<file path="config.mk">
export PLATFORM = sky130hd
export DESIGN_NAME = button_chord_command_recognizer
export DESIGN_NICKNAME = d
export VERILOG_FILES = /design/src/bccr_pkg.sv /design/src/bccr_front.sv /design/src/bccr_queue.sv /design/src/bccr_back.sv /design/src/button_chord_command_recognizer.sv
export SDC_FILE = /design/constraint.sdc
export NUM_CORES = 1
export LEC_CHECK = 0
export BUFFER_PORTS_ARGS = -buffer_cell sky130_fd_sc_hd__buf_2
export CAP_MARGIN = 20
export CORE_MARGIN = 5
export CORE_UTILIZATION = 50
export CTS_BUF_LIST = sky130_fd_sc_hd__clkbuf_8
export CTS_CLUSTER_SIZE = 20
export DETAILED_ROUTE_END_ITERATION = 8
export GPL_TIMING_DRIVEN = 0
export HOLD_SLACK_MARGIN = 0.06
export PLACE_DENSITY = 0.79
export SETUP_SLACK_MARGIN = 0.15
export SYNTH_ARGS = -nofsm -noshare
export SYNTH_HDL_FRONTEND = slang
export SYNTH_SLANG_ARGS = --single-unit
</file>
<file path="constraint.sdc">
create_clock -name clk -period 2.3 [get_ports clk]
set_input_delay 0.115 -clock clk [delete_from_list [all_inputs] [get_ports clk]]
set_output_delay 0.115 -clock clk [all_outputs]
set_load 0.005 [all_outputs]
</file>
<file path="src/bccr_pkg.sv">
// ---------------------------------------------------------------------------
// bccr_pkg
// shared types and constants for the button chord command recognizer
// ---------------------------------------------------------------------------
package bccr_pkg;

  localparam int BUTTON_COUNT_DEF = 8;
  localparam int MASK_MAX         = 8;
  localparam int ACT_W            = 3;
  localparam int IDX_W            = 3;
  localparam int ANIM_W           = 4;
  localparam int CFG_W            = 8;

  localparam logic [CFG_W-1:0]  CHORD_NINE_RST = 8'd3;
  localparam logic [CFG_W-1:0]  CHORD_TEN_RST  = 8'd129;
  localparam logic [ANIM_W-1:0] ANIM_NONE      = 4'd0;
  localparam logic [ANIM_W-1:0] ANIM_NINE      = 4'd9;
  localparam logic [ANIM_W-1:0] ANIM_TEN       = 4'd10;

  typedef enum logic [ACT_W-1:0] {
    ACT_TICK         = 3'd0,
    ACT_PRESS        = 3'd1,
    ACT_SINGLE_CLICK = 3'd2,
    ACT_SINGLE_HOLD  = 3'd3,
    ACT_DOUBLE_CLICK = 3'd4,
    ACT_DOUBLE_HOLD  = 3'd5,
    ACT_HOLD_END     = 3'd6
  } act_t;

  typedef enum logic [1:0] {
    MSG_NONE        = 2'd0,
    MSG_PLAY_ONCE   = 2'd1,
    MSG_PLAY_REPEAT = 2'd2,
    MSG_END         = 2'd3
  } msg_kind_t;

  typedef enum logic [0:0] {
    REG_CHORD_NINE = 1'b0,
    REG_CHORD_TEN  = 1'b1
  } cfg_reg_t;

  typedef struct packed {
    logic full;
    logic empty;
  } q_stat_t;

endpackage

</file>
<file path="src/bccr_front.sv">
// ---------------------------------------------------------------------------
// bccr_front
// decodes an incoming event into an action code and a one-hot button mask
// ---------------------------------------------------------------------------
module bccr_front #(
  parameter int MASK_W = bccr_pkg::MASK_MAX
) (
  input  logic [7:0]              in_tdata,
  output bccr_pkg::act_t          act,
  output logic [MASK_W-1:0]       btn_mask
);
  import bccr_pkg::*;

  logic [IDX_W-1:0] idx;

  assign idx = in_tdata[ACT_W +: IDX_W];
  assign act = act_t'(in_tdata[ACT_W-1:0]);

  // buttons outside the mask width decode to an empty mask
  always_comb begin
    for (int i = 0; i < MASK_W; i++) begin
      btn_mask[i] = (idx == IDX_W'(i));
    end
  end

endmodule

</file>
<file path="src/bccr_queue.sv">
// ---------------------------------------------------------------------------
// bccr_queue
// two-entry queue between the decode front and the execute back
// ---------------------------------------------------------------------------
module bccr_queue #(
  parameter int W = 11
) (
  input  logic                clk,
  input  logic                rst_n,
  input  logic                push,
  input  logic [W-1:0]        push_data,
  input  logic                pop,
  output logic [W-1:0]        pop_data,
  output bccr_pkg::q_stat_t   stat
);
  import bccr_pkg::*;

  logic [W-1:0] mem_r [2];
  logic         wr_ptr_r, wr_ptr_nxt;
  logic         rd_ptr_r, rd_ptr_nxt;
  logic [1:0]   count_r, count_nxt;
  logic         do_push, do_pop;

  assign stat.full  = (count_r == 2'd2);
  assign stat.empty = (count_r == 2'd0);
  assign do_push    = push && !stat.full;
  assign do_pop     = pop && !stat.empty;
  assign pop_data   = mem_r[rd_ptr_r];

  always_comb begin
    wr_ptr_nxt = do_push ? !wr_ptr_r : wr_ptr_r;
    rd_ptr_nxt = do_pop ? !rd_ptr_r : rd_ptr_r;
    count_nxt  = count_r + 2'(do_push) - 2'(do_pop);
  end

  always_ff @(posedge clk) begin
    if (!rst_n) begin
      wr_ptr_r <= 1'b0;
      rd_ptr_r <= 1'b0;
      count_r  <= 2'd0;
    end else begin
      wr_ptr_r <= wr_ptr_nxt;
      rd_ptr_r <= rd_ptr_nxt;
      count_r  <= count_nxt;
    end
  end

  always_ff @(posedge clk) begin
    if (do_push) begin
      mem_r[wr_ptr_r] <= push_data;
    end
  end

  a_count_bound: assert property (@(posedge clk) disable iff (!rst_n)
    count_r != 2'd3) else $error("queue count out of range");

  a_ptrs_match: assert property (@(posedge clk) disable iff (!rst_n)
    (count_r == 2'd0 || count_r == 2'd2) |-> (wr_ptr_r == rd_ptr_r))
    else $error("queue pointers disagree with count");

  a_pop_nonempty: assert property (@(posedge clk) disable iff (!rst_n)
    (pop && stat.empty) |=> (count_r == 2'd0))
    else $error("pop on empty queue changed count");

endmodule

</file>
<file path="src/bccr_back.sv">
// ---------------------------------------------------------------------------
// bccr_back
// button tracking state, one event per cycle if not stalled, registered result
// ---------------------------------------------------------------------------
module bccr_back #(
  parameter int MASK_W = bccr_pkg::MASK_MAX
) (
  input  logic                           clk,
  input  logic                           rst_n,
  input  logic                           q_empty,
  input  bccr_pkg::act_t                 q_act,
  input  logic [MASK_W-1:0]              q_mask,
  output logic                           q_pop,
  input  logic [bccr_pkg::CFG_W-1:0]     chord_nine,
  input  logic [bccr_pkg::CFG_W-1:0]     chord_ten,
  output logic                           out_tvalid,
  input  logic                           out_tready,
  output logic [7:0]                     out_tdata
);
  import bccr_pkg::*;

  typedef enum logic [1:0] {
    MODE_NONE   = 2'd0,
    MODE_REPEAT = 2'd1,
    MODE_WAIT   = 2'd2
  } mode_t;

  logic [MASK_W-1:0] pend_r, pend_nxt;
  logic [MASK_W-1:0] sclk_r, sclk_nxt;
  logic [MASK_W-1:0] shld_r, shld_nxt;
  logic [MASK_W-1:0] dclk_r, dclk_nxt;
  logic [MASK_W-1:0] dhld_r, dhld_nxt;
  logic [MASK_W-1:0] g0_r, g0_nxt;
  logic [MASK_W-1:0] g1_r, g1_nxt;
  logic [MASK_W-1:0] g2_r, g2_nxt;
  logic [MASK_W-1:0] g3_r, g3_nxt;
  mode_t             mode_r, mode_nxt;
  logic              gather_r, gather_nxt;
  logic              out_valid_r;
  msg_kind_t         kind_r, kind_nxt;
  logic [ANIM_W-1:0] anim_r, anim_nxt;

  logic [MASK_W-1:0] clicks, holds, chord, live_any;
  logic [CFG_W-1:0]  chord_ext;
  logic              has_hold, chord_onehot, lone_double, released;
  logic [ANIM_W-1:0] num;

  assign q_pop      = !q_empty && (!out_valid_r || out_tready);
  assign out_tvalid = out_valid_r;
  assign out_tdata  = {2'b00, anim_r, kind_r};

  always_comb begin
    pend_nxt   = pend_r;
    sclk_nxt   = sclk_r;
    shld_nxt   = shld_r;
    dclk_nxt   = dclk_r;
    dhld_nxt   = dhld_r;
    g0_nxt     = g0_r;
    g1_nxt     = g1_r;
    g2_nxt     = g2_r;
    g3_nxt     = g3_r;
    mode_nxt   = mode_r;
    gather_nxt = gather_r;
    kind_nxt   = MSG_NONE;
    anim_nxt   = ANIM_NONE;

    live_any = sclk_r | shld_r | dclk_r | dhld_r;
    released = ((live_any | pend_r) == '0);

    // chord as it would be after folding in this tick's live masks
    lone_double  = ((g0_r | sclk_r) == '0) && ((g1_r | shld_r) == '0) &&
                   ((g3_r | dhld_r) == '0) && ((g2_r | dclk_r) != '0) &&
                   (((g2_r | dclk_r) & ((g2_r | dclk_r) - 1'b1)) == '0);
    clicks       = g0_r | sclk_r | g2_r | dclk_r;
    holds        = g1_r | shld_r | g3_r | dhld_r;
    has_hold     = (holds != '0);
    chord        = has_hold ? (clicks | holds) : clicks;
    chord_ext    = CFG_W'(chord);
    chord_onehot = (chord != '0) && ((chord & (chord - 1'b1)) == '0);

    num = ANIM_NONE;
    for (int i = 0; i < MASK_W; i++) begin
      if (chord_onehot && chord[i]) begin
        num = ANIM_W'(i + 1);
      end
    end
    if (num == ANIM_NONE && chord_ext == chord_nine) begin
      num = ANIM_NINE;
    end
    if (num == ANIM_NONE && chord_ext == chord_ten) begin
      num = ANIM_TEN;
    end

    unique case (q_act)
      ACT_TICK: begin
        if (mode_r == MODE_REPEAT || mode_r == MODE_WAIT) begin
          if (released) begin
            if (mode_r == MODE_REPEAT) begin
              kind_nxt = MSG_END;
            end
            pend_nxt   = '0;
            shld_nxt   = '0;
            dhld_nxt   = '0;
            g0_nxt     = '0;
            g1_nxt     = '0;
            g2_nxt     = '0;
            g3_nxt     = '0;
            mode_nxt   = MODE_NONE;
            gather_nxt = 1'b0;
          end
        end else begin
          g0_nxt     = g0_r | sclk_r;
          g1_nxt     = g1_r | shld_r;
          g2_nxt     = g2_r | dclk_r;
          g3_nxt     = g3_r | dhld_r;
          gather_nxt = gather_r || (live_any != '0);
          if (gather_nxt && pend_r == '0) begin
            if (lone_double || (num == ANIM_NONE && !has_hold) ||
                (num != ANIM_NONE && !has_hold)) begin
              if (num != ANIM_NONE && !lone_double) begin
                kind_nxt = MSG_PLAY_ONCE;
                anim_nxt = num;
              end
              pend_nxt   = '0;
              shld_nxt   = '0;
              dhld_nxt   = '0;
              g0_nxt     = '0;
              g1_nxt     = '0;
              g2_nxt     = '0;
              g3_nxt     = '0;
              mode_nxt   = MODE_NONE;
              gather_nxt = 1'b0;
            end else begin
              g0_nxt = clicks;
              g1_nxt = holds;
              if (num != ANIM_NONE) begin
                kind_nxt = MSG_PLAY_REPEAT;
                anim_nxt = num;
                mode_nxt = MODE_REPEAT;
              end else begin
                mode_nxt = MODE_WAIT;
              end
            end
          end
        end
        sclk_nxt = '0;
        dclk_nxt = '0;
      end
      ACT_PRESS: begin
        pend_nxt = pend_r | q_mask;
      end
      ACT_SINGLE_CLICK: begin
        pend_nxt = pend_r & ~q_mask;
        sclk_nxt = sclk_r | q_mask;
      end
      ACT_SINGLE_HOLD: begin
        pend_nxt = pend_r & ~q_mask;
        shld_nxt = shld_r | q_mask;
      end
      ACT_DOUBLE_CLICK: begin
        pend_nxt = pend_r & ~q_mask;
        dclk_nxt = dclk_r | q_mask;
      end
      ACT_DOUBLE_HOLD: begin
        pend_nxt = pend_r & ~q_mask;
        dhld_nxt = dhld_r | q_mask;
      end
      ACT_HOLD_END: begin
        shld_nxt = shld_r & ~q_mask;
        dhld_nxt = dhld_r & ~q_mask;
      end
      default: begin
      end
    endcase
  end

  always_ff @(posedge clk) begin
    if (!rst_n) begin
      pend_r      <= '0;
      sclk_r      <= '0;
      shld_r      <= '0;
      dclk_r      <= '0;
      dhld_r      <= '0;
      g0_r        <= '0;
      g1_r        <= '0;
      g2_r        <= '0;
      g3_r        <= '0;
      mode_r      <= MODE_NONE;
      gather_r    <= 1'b0;
      out_valid_r <= 1'b0;
    end else begin
      if (q_pop) begin
        pend_r      <= pend_nxt;
        sclk_r      <= sclk_nxt;
        shld_r      <= shld_nxt;
        dclk_r      <= dclk_nxt;
        dhld_r      <= dhld_nxt;
        g0_r        <= g0_nxt;
        g1_r        <= g1_nxt;
        g2_r        <= g2_nxt;
        g3_r        <= g3_nxt;
        mode_r      <= mode_nxt;
        gather_r    <= gather_nxt;
        kind_r      <= kind_nxt;
        anim_r      <= anim_nxt;
        out_valid_r <= 1'b1;
      end else if (out_tready) begin
        out_valid_r <= 1'b0;
      end
    end
  end

  a_mode_needs_gather: assert property (@(posedge clk) disable iff (!rst_n)
    (mode_r == MODE_REPEAT || mode_r == MODE_WAIT) |-> gather_r)
    else $error("active mode without a gathered chord");

  a_anim_only_on_play: assert property (@(posedge clk) disable iff (!rst_n)
    (out_valid_r && (kind_r == MSG_NONE || kind_r == MSG_END)) |-> (anim_r == ANIM_NONE))
    else $error("animation number on a non-play message");

  a_repeat_enters_mode: assert property (@(posedge clk) disable iff (!rst_n)
    (q_pop && kind_nxt == MSG_PLAY_REPEAT) |=> (mode_r == MODE_REPEAT))
    else $error("play repeat sent without entering repeat mode");

endmodule

</file>
<file path="src/button_chord_command_recognizer.sv">
// ---------------------------------------------------------------------------
// button_chord_command_recognizer
// groups button clicks and holds into chords and issues animation commands
// ---------------------------------------------------------------------------
// an input transaction is written into the queue, then executed into the result
//   register, which drives out_tvalid
// throughput: one transaction per cycle while out_tready does not stall the execute stage
// output stalls are absorbed by the two-entry queue and the result register
// reset: synchronous active-low rst_n clears all tracking, the queue and the
//   result valid flag; chord registers return to 3 and 129
// ---------------------------------------------------------------------------
module button_chord_command_recognizer #(
  parameter int BUTTON_COUNT = bccr_pkg::BUTTON_COUNT_DEF
) (
  input  logic                        clk,
  input  logic                        rst_n,
  // input event stream
  input  logic                        in_tvalid,
  output logic                        in_tready,
  input  logic [7:0]                  in_tdata,    // action[2:0], button_index[5:3]
  // result stream
  output logic                        out_tvalid,
  input  logic                        out_tready,
  output logic [7:0]                  out_tdata,   // message_kind[1:0], anim_index[5:2]
  // configuration writes
  input  logic                        cfg_valid,
  output logic                        cfg_ready,
  input  logic [0:0]                  cfg_index,
  input  logic [bccr_pkg::CFG_W-1:0]  cfg_data
);
  import bccr_pkg::*;

  // only as many mask bits as the button index can address
  localparam int MASK_W = (BUTTON_COUNT < MASK_MAX) ? BUTTON_COUNT : MASK_MAX;
  localparam int Q_W    = ACT_W + MASK_W;

  logic [CFG_W-1:0]  chord_nine_r;
  logic [CFG_W-1:0]  chord_ten_r;

  act_t              fr_act;
  logic [MASK_W-1:0] fr_mask;
  logic [Q_W-1:0]    q_out;
  q_stat_t           q_stat;
  logic              q_pop;
  logic              in_xact;

  // configuration is taken every cycle
  assign cfg_ready = 1'b1;

  always_ff @(posedge clk) begin
    if (!rst_n) begin
      chord_nine_r <= CHORD_NINE_RST;
      chord_ten_r  <= CHORD_TEN_RST;
    end else if (cfg_valid) begin
      unique case (cfg_reg_t'(cfg_index))
        REG_CHORD_NINE: chord_nine_r <= cfg_data;
        REG_CHORD_TEN:  chord_ten_r  <= cfg_data;
        default: begin
        end
      endcase
    end
  end

  // front: decode the event
  bccr_front #(
    .MASK_W(MASK_W)
  ) u_front (
    .in_tdata (in_tdata),
    .act      (fr_act),
    .btn_mask (fr_mask)
  );

  assign in_tready = !q_stat.full;
  assign in_xact   = in_tvalid && in_tready;

  // queue decouples decode from execute
  bccr_queue #(
    .W(Q_W)
  ) u_queue (
    .clk       (clk),
    .rst_n     (rst_n),
    .push      (in_xact),
    .push_data ({fr_mask, fr_act}),
    .pop       (q_pop),
    .pop_data  (q_out),
    .stat      (q_stat)
  );

  // back: tracking state and result register
  bccr_back #(
    .MASK_W(MASK_W)
  ) u_back (
    .clk        (clk),
    .rst_n      (rst_n),
    .q_empty    (q_stat.empty),
    .q_act      (act_t'(q_out[ACT_W-1:0])),
    .q_mask     (q_out[Q_W-1:ACT_W]),
    .q_pop      (q_pop),
    .chord_nine (chord_nine_r),
    .chord_ten  (chord_ten_r),
    .out_tvalid (out_tvalid),
    .out_tready (out_tready),
    .out_tdata  (out_tdata)
  );

endmodule

</file>
==> results of run 1 <==
-- layout by cell type, fill, tap and decap left out, drive strengths merged, types with 5 or more instances in the layout --
cell type    instances
nor2b                9
or4                  7
a32o                24
or2                  5
o211ai              25
nand3               12
and2                 9
o21ai                8
inv                 22
a21oi               67
buf                 98
nor3b               13
clkbuf              35
nor2                57
nor3                 8
a22oi                5
nor4                35
edfxtp              28
nand2               59
a211oi               5
dlygate4sd3         15
mux2                 9
and3                16
nand4               11
dfxtp               97
a21boi              13
o21bai               9
-- registers in the layout, indices dropped and copies added (netlist names), named ones only --
| signal | flops |
|---|---|
| u_queue.count_r | 2 |
| u_back.g3_r | 8 |
| u_back.g1_r | 8 |
| u_back.mode_r | 2 |
| u_back.dhld_r | 8 |
| chord_ten_r | 8 |
| u_queue.rd_ptr_r | 1 |
| u_queue.mem_r | 22 |
| u_back.gather_r | 1 |
| u_back.sclk_r | 8 |
| u_back.kind_r | 2 |
| u_back.anim_r | 4 |
| u_back.dclk_r | 8 |
| u_back.pend_r | 8 |
| u_back.out_tvalid | 1 |
| chord_nine_r | 8 |
| u_back.g2_r | 8 |
| u_queue.wr_ptr_r | 1 |
| u_back.shld_r | 8 |
| u_back.g0_r | 8 |
-- synthesized netlist by cell type, types with 4 or more instances --
library cell / number / area [sq um]
nor2b_1: 9 / 56.3
or2_2: 4 / 25.0
a211oi_1: 4 / 30.0
a21oi_1: 66 / 330
a32o_1: 24 / 240
nand4_1: 11 / 68.8
buf_1: 4 / 15.0
or4_1: 6 / 45.0
and3_1: 15 / 93.8
mux2_2: 9 / 101
o211ai_1: 23 / 173
a21boi_0: 13 / 97.6
o21bai_1: 9 / 67.6
a22oi_1: 5 / 37.5
nor4_1: 23 / 144
inv_1: 18 / 67.6
nand2_1: 58 / 218
dfxtp_1: 97 / 1940
nor4_2: 11 / 138
nor3b_1: 13 / 97.6
or3_1: 4 / 25.0
and4_1: 4 / 35.0
o21ai_0: 4 / 20.0
buf_4: 4 / 30.0
nand3_1: 11 / 55.1
nor3_1: 7 / 35.0
edfxtp_1: 28 / 841
nor2_1: 57 / 214
and2_1: 9 / 56.3
clkbuf_1: 16 / 60.1
-- layout make-up --
class | instances | area, sq um
Multi-Input combinational cell | 460 | 3650
Tap cell | 143 | 179
Sequential cell | 125 | 2820
Clock buffer | 19 | 262
Fill cell | 706 | 3290
Buffer | 28 | 228
Timing Repair Buffer | 101 | 885
Inverter | 18 | 67.6
Clock inverter | 13 | 139
-- worst paths after layout --
kind	start	to	slack, ps	cells after the start
worst min-delay path	in_tvalid	u_queue.mem_r[0][2]	70	3
worst max-delay path	u_back.shld_r[3]	u_back.anim_r[2]	-440	8
worst min register to register	chord_nine_r[7]	chord_nine_r[7]	480	2
worst max register to register	u_back.shld_r[3]	u_back.anim_r[2]	-440	8
-- routing by layer --
layer | GRT usage | part of all wire | wire length (microns) | vias up
met5 | 0 | 0 | 0 | -
met4 | 0.179 | 0.089 | 2020 | 0
met3 | 0.0877 | 0.12 | 2700 | 231
met2 | 0.444 | 0.46 | 10400 | 614
met1 | 0.311 | 0.34 | 7690 | 3025
li1 | - | - | - | 2643
-- power groups by stage --
stage	logic (mW)	clock network [mW]	registers, mW
after floorplan	2.57	0	2.63
after global placement	3.28	0	2.67
after detailed placement	3.39	0	2.68
after CTS	4.49	1.94	2.68
after global routing	5.85	2.08	2.72
final	5.66	1.99	2.71
-- metrics by stage --
step	hold WS [ps]	worst slack, ps	std cells	instance area [sq um]	util
detailed placement	310	-681	801	6330	0.550
CTS	69.8	-245	887	7740	0.672
floorplan	214	-5.51	631	6020	-
global placement	306	-591	800	6320	0.549
finish	66.3	-437	907	8230	0.714
global route	89.7	-560	907	8230	0.714
-- tightest hold or removal path, delay by kind of cell --
| kind | cells | cell delay (ps) |
|---|---|---|
| buffers and inverters | 1 | 100 |
| AND/OR/NAND/NOR | 2 | 140 |
-- kinds of logic after synthesis --
group / after synthesis / share of synthesized area
DFF: 125 / 0.469
xor gates and xnor gates: 4 / 0.00590
other: 2 / 0.00127
AOI/OAI and AO/OA: 181 / 0.218
muxes: 9 / 0.0171
buffers and inverters: 46 / 0.0335
and+or+nand+nor: 258 / 0.246
adders and majority gates: 5 / 0.00970
-- timing repair --
item,in CTS,in global routing
gates resized for setup,113,86
pin swaps,61,37
hold buffers,15,0
gates cloned,4,0
endpoints found under the setup margin,76,75
endpoints found under the hold margin,34,0
buffers inserted,35,19
==> metrics, run 1 <==
status finished with violations; failing checks setup timing; unrepaired setup endpoints after global routing true; Worst VDD drop 0.000669 V; yosys warns 0; final setup TNS -15610 ps; share of post-route cells with drive strength above 1 0.363; fmax 0.365 GHz; Yosys reg bits 125; crit end category flip-flop; mapped cell area 0.00594 sq mm; Critical Path AT 3030 ps; critical path cell sequence nor4_4 -> buf_4 -> a21oi_1 -> nor4_1 -> nand4_1 -> nand3_1 -> o21ai_2 -> a211oi_2; largest net degree at the start of global routing 17; slowest CP cell nor4_1; GP Congestion 0.902; first-pass GRT wire length 30500 microns; Hold/Removal Path Class input port to flip-flop; Seq/Total Area, Yosys 0.469; final worst-path cycle share 1.19; final layout net count 776; Post-synth ARST share 0; Combinational Power Share 0.547; Die X 119 microns; drt drc 0; Internal 5.90 mW; fin crit period 2740 ps; total of max-cap violations 0; CORE AREA 0.0115 sq mm; clk slew on worst S/H paths 90 ps; Synth cell types 71; Final Hold Vio Count 0; routed wire length 22800 microns; CTS Buf Count 17; ANT cells 0; CTS sink cnt 125; drt via density 7.18; crit path launch type flip-flop; Clock Tree Buf Depth 2; Final HPWL DP 11600 microns; H-Tree Depth 4; total chip power 10.4 mW; number of synthesized flops with an enable pin 28; Leak 3.14 nW; largest stage delay on the critical path 430 ps; Finish-stage setup viols 65; drt wl/cell 25.2 microns; Die ar. 0.0142 sq mm; Switch Pwr 4.46 mW; Synth Instances 630; post-route clock skew 27.4 ps; Global Route Usage Sum 0.274; initial antenna violation count 0; Clock Latency Late Sink 480 ps; Worst Setup Path Type flip-flop to flip-flop; sequential share of power 0.261; Ports 33; via count of the routed design 6513; Starting Density 0.515; DRT iter0 DRCs 1139; Buffers on Ports 26; Clock power frac 0.192; TritonRoute pass-1 iters 9; CP Max Fanout 7; Die Ht 119 microns; Pins Over Slew Limit 0; global route overflow 0; Sw Share 0.431; CTS tree done; Avg Cell Area, Syn 9.42 sq um; Main synth FF type dfxtp_1; Root Driver clkbuf_8; critical path's top delay family simple AND/OR/NAND/NOR gates; critical path required time 2590 ps; # rows 39; fin worst setup slack -437 ps; P&R area growth vs syn 38.6%; worst slew pin tran 806 ps; relative slew slack 0.463; number of global-route vias before repair 5899; CP bufs+invs 1; ANT nets after route 0; PwrDens 1260 mW/mm^2
No activity file was read; power rests on OpenSTA's default activity.
==> run 2, diff against run 1 <==
--- a/config.mk
+++ b/config.mk
@@ -5,6 +5,7 @@
 export SDC_FILE = /design/constraint.sdc
 export NUM_CORES = 1
 export LEC_CHECK = 0
+export ABC_AREA = 1
 export BUFFER_PORTS_ARGS = -buffer_cell sky130_fd_sc_hd__buf_2
 export CAP_MARGIN = 20
 export CORE_MARGIN = 5
==> metrics, run 2 <==
cell with the most instances after synthesis nand2_1; met2 wire len 9610 microns; total of max-cap violations 0; Pins Over Slew Limit 0; placed cell count 1026; share of post-route cells with drive strength above 1 0.320; fmax 0.417 GHz; area occupied by multi-input gates 0.00355 sq mm; Post-synth ARST share 0; # fillers 849; worst slew pin tran 985 ps; Clock Tree Buf Depth 2; GP Congestion 0.920; ANT nets after route 0; CTS Buf Count 17; post-route cell area 0.00839 sq mm; global route overflow 0; post-route clock skew 11.7 ps; critical path required time 2530 ps; total chip power 9.90 mW; Die Ht 121 microns; clk slew on worst S/H paths 80 ps; number of global-route vias before repair 5859; Ports 33; H-Tree Depth 4; Avg Cell Area, Syn 7.48 sq um; unrepaired setup endpoints after global routing true; Synth top area share 0.313; hold path depth 5; yosys warns 0; met3 wire length 1820 microns; Metal-1 WL 7750 microns; final layout net count 992; via count of the routed design 6634; Worst VDD drop 0.000881 V; final worst-path cycle share 1.04; max reg flops 22; register area 0.00283 sq mm; crit path launch type flip-flop; CTS tree done; Final Core Density 0.693; Reg with most FFs u_queue.mem_r; Hold/Removal Path Class input port to flip-flop; Global Route Usage Sum 0.244; drt via density 5.77; P&R area growth vs syn 35.3%; Seq/Total Area, Yosys 0.448; reg2reg setup slack -100 ps; crit end category flip-flop; initial antenna violation count 0; routed wire length 20200 microns; Finish-stage setup viols 4; Post-DP Area 0.00657 sq mm; status finished with violations; PwrDens 1180 mW/mm^2; commonest non-fill, non-tap cell in the layout nand2_1; Synth cell types 43; R2R depth 13; fin cells 1149; Final HPWL DP 11400 microns; Buffers on Ports 27; Synth Instances 830; Leak 3.50 nW; Die ar. 0.0147 sq mm; CTS sink cnt 125; final setup TNS -357 ps; fin worst setup slack -100 ps; number of synthesized flops with an enable pin 28; DR top layer met4; Commonest cells post-synth nand2_1 (208), dfxtp_1 (97), nor2_1 (92); CORE AREA 0.0121 sq mm; drt drc 0; failing checks setup timing; drt wl/cell 17.6 microns; Starting Density 0.512; Final Hold Vio Count 0; DRT iter0 DRCs 667; CP Max Fanout 4; Critical Path AT 2630 ps; top post-synthesis cells by area dfxtp_1 (31%), edfxtp_1 (14%), nand2_1 (13%); fin crit period 2400 ps; mapped cell area 0.00620 sq mm; commonest cells after routing, fill and taps aside nand2_1 (177), o21ai_0 (80), buf_4 (72), dfxtp_1 (72), inv_1 (67); Die X 121 microns; Root Driver clkbuf_8; Main synth FF type dfxtp_1; largest area contributor in the netlist dfxtp_1; # rows 40; TritonRoute pass-1 iters 7; Worst Setup Path Type flip-flop to flip-flop; largest net degree at the start of global routing 17; Yosys reg bits 125; Clock Latency Late Sink 470 ps; relative slew slack 0.341; first-pass GRT wire length 28100 microns
## run 2: changes by cell type after synthesis, sizes merged, moves of 17 or more
cell / delta
a32o: -24
inv: +59
nand2: +151
nand3: +17
nand4: +17
nor2: +52
nor4: -26
o211ai: -25
o21ai: +81
## run 2: timing repair
action | in CTS | in global routing
buffers inserted | 38 | 31
endpoints found under the hold margin | 39 | 0
gates resized for setup | 88 | 126
endpoints found under the setup margin | 75 | 75
hold buffers | 19 | 0
pin swaps | 33 | 47
cloned | 0 | 2
## run 2: final timing paths
| check | from | end |
|---|---|---|
| worst max-delay path | u_back.dhld_r[2] | u_back.anim_r[0] |
| worst min-delay path | cfg_valid | chord_nine_r[1] |
| worst max register to register | u_back.dhld_r[2] | u_back.anim_r[0] |
| worst min register to register | u_back.pend_r[3] | u_back.pend_r[3] |
## run 2: cell type report
cell class / instances / share of cell area
sequential: 125 / 0.337
tap: 168 / 0.0250
clock buffer: 17 / 0.0279
timing repair buffer: 117 / 0.105
clock inverter: 15 / 0.0234
antenna: 1 / 0.000298
inverter: 79 / 0.0371
multi-input combinational: 603 / 0.423
buffer: 24 / 0.0209
## run 2: per-stage QoR
step | hold slack, ps | setup slack [ps]
after detailed placement | 307 | -488
after CTS | 106 | 79.5
after global routing | 161 | -170
after floorplan | 214 | 161
after global placement | 304 | -520
final | 137 | -100
## run 2: logic make-up (layout without fill, tap and decap cells)
family                   count (synthesis)  after routing  synth area share
buffers and inverters                  103            252            0.0678
AND/OR/NAND/NOR                        405            405             0.290
other                                    2              4           0.00121
flip-flops                             125            125             0.448
adder cells (fa/ha/maj)                  3              3           0.00605
XOR/XNOR                                17             17            0.0240
AO/OA/AOI/OAI                          175            175             0.163
## run 2: worst max-delay path, stage by stage (launching register included)
cell and delay [ps]:
dfxtp_4 360, nor2_4 140, nand2_4 90, nor2_4 190, nand2_4 90, buf_4 140
nand2_1 90, nand3_1 150, o31ai_2 410, nand3_2 180, nand2_2 120, nand2_2 70
nand2_4 80, nor2_1 60
## run 2: power by group
part / total, mW / internal, mW / leakage (nW) / switching [mW]
Sequential: 2.73 / 2.53 / 1.07 / 0.200
Combinational: 5.05 / 1.85 / 2.21 / 3.20
Clock: 2.13 / 1.18 / 0.215 / 0.952
Total: 9.90 / 5.55 / 3.50 / 4.35
## run 2: layer usage
metal / GRT usage / up-vias
met5: 0 / -
li1: - / 3045
met3: 0.0615 / 112
met4: 0.119 / 0
met2: 0.396 / 416
met1: 0.301 / 3061
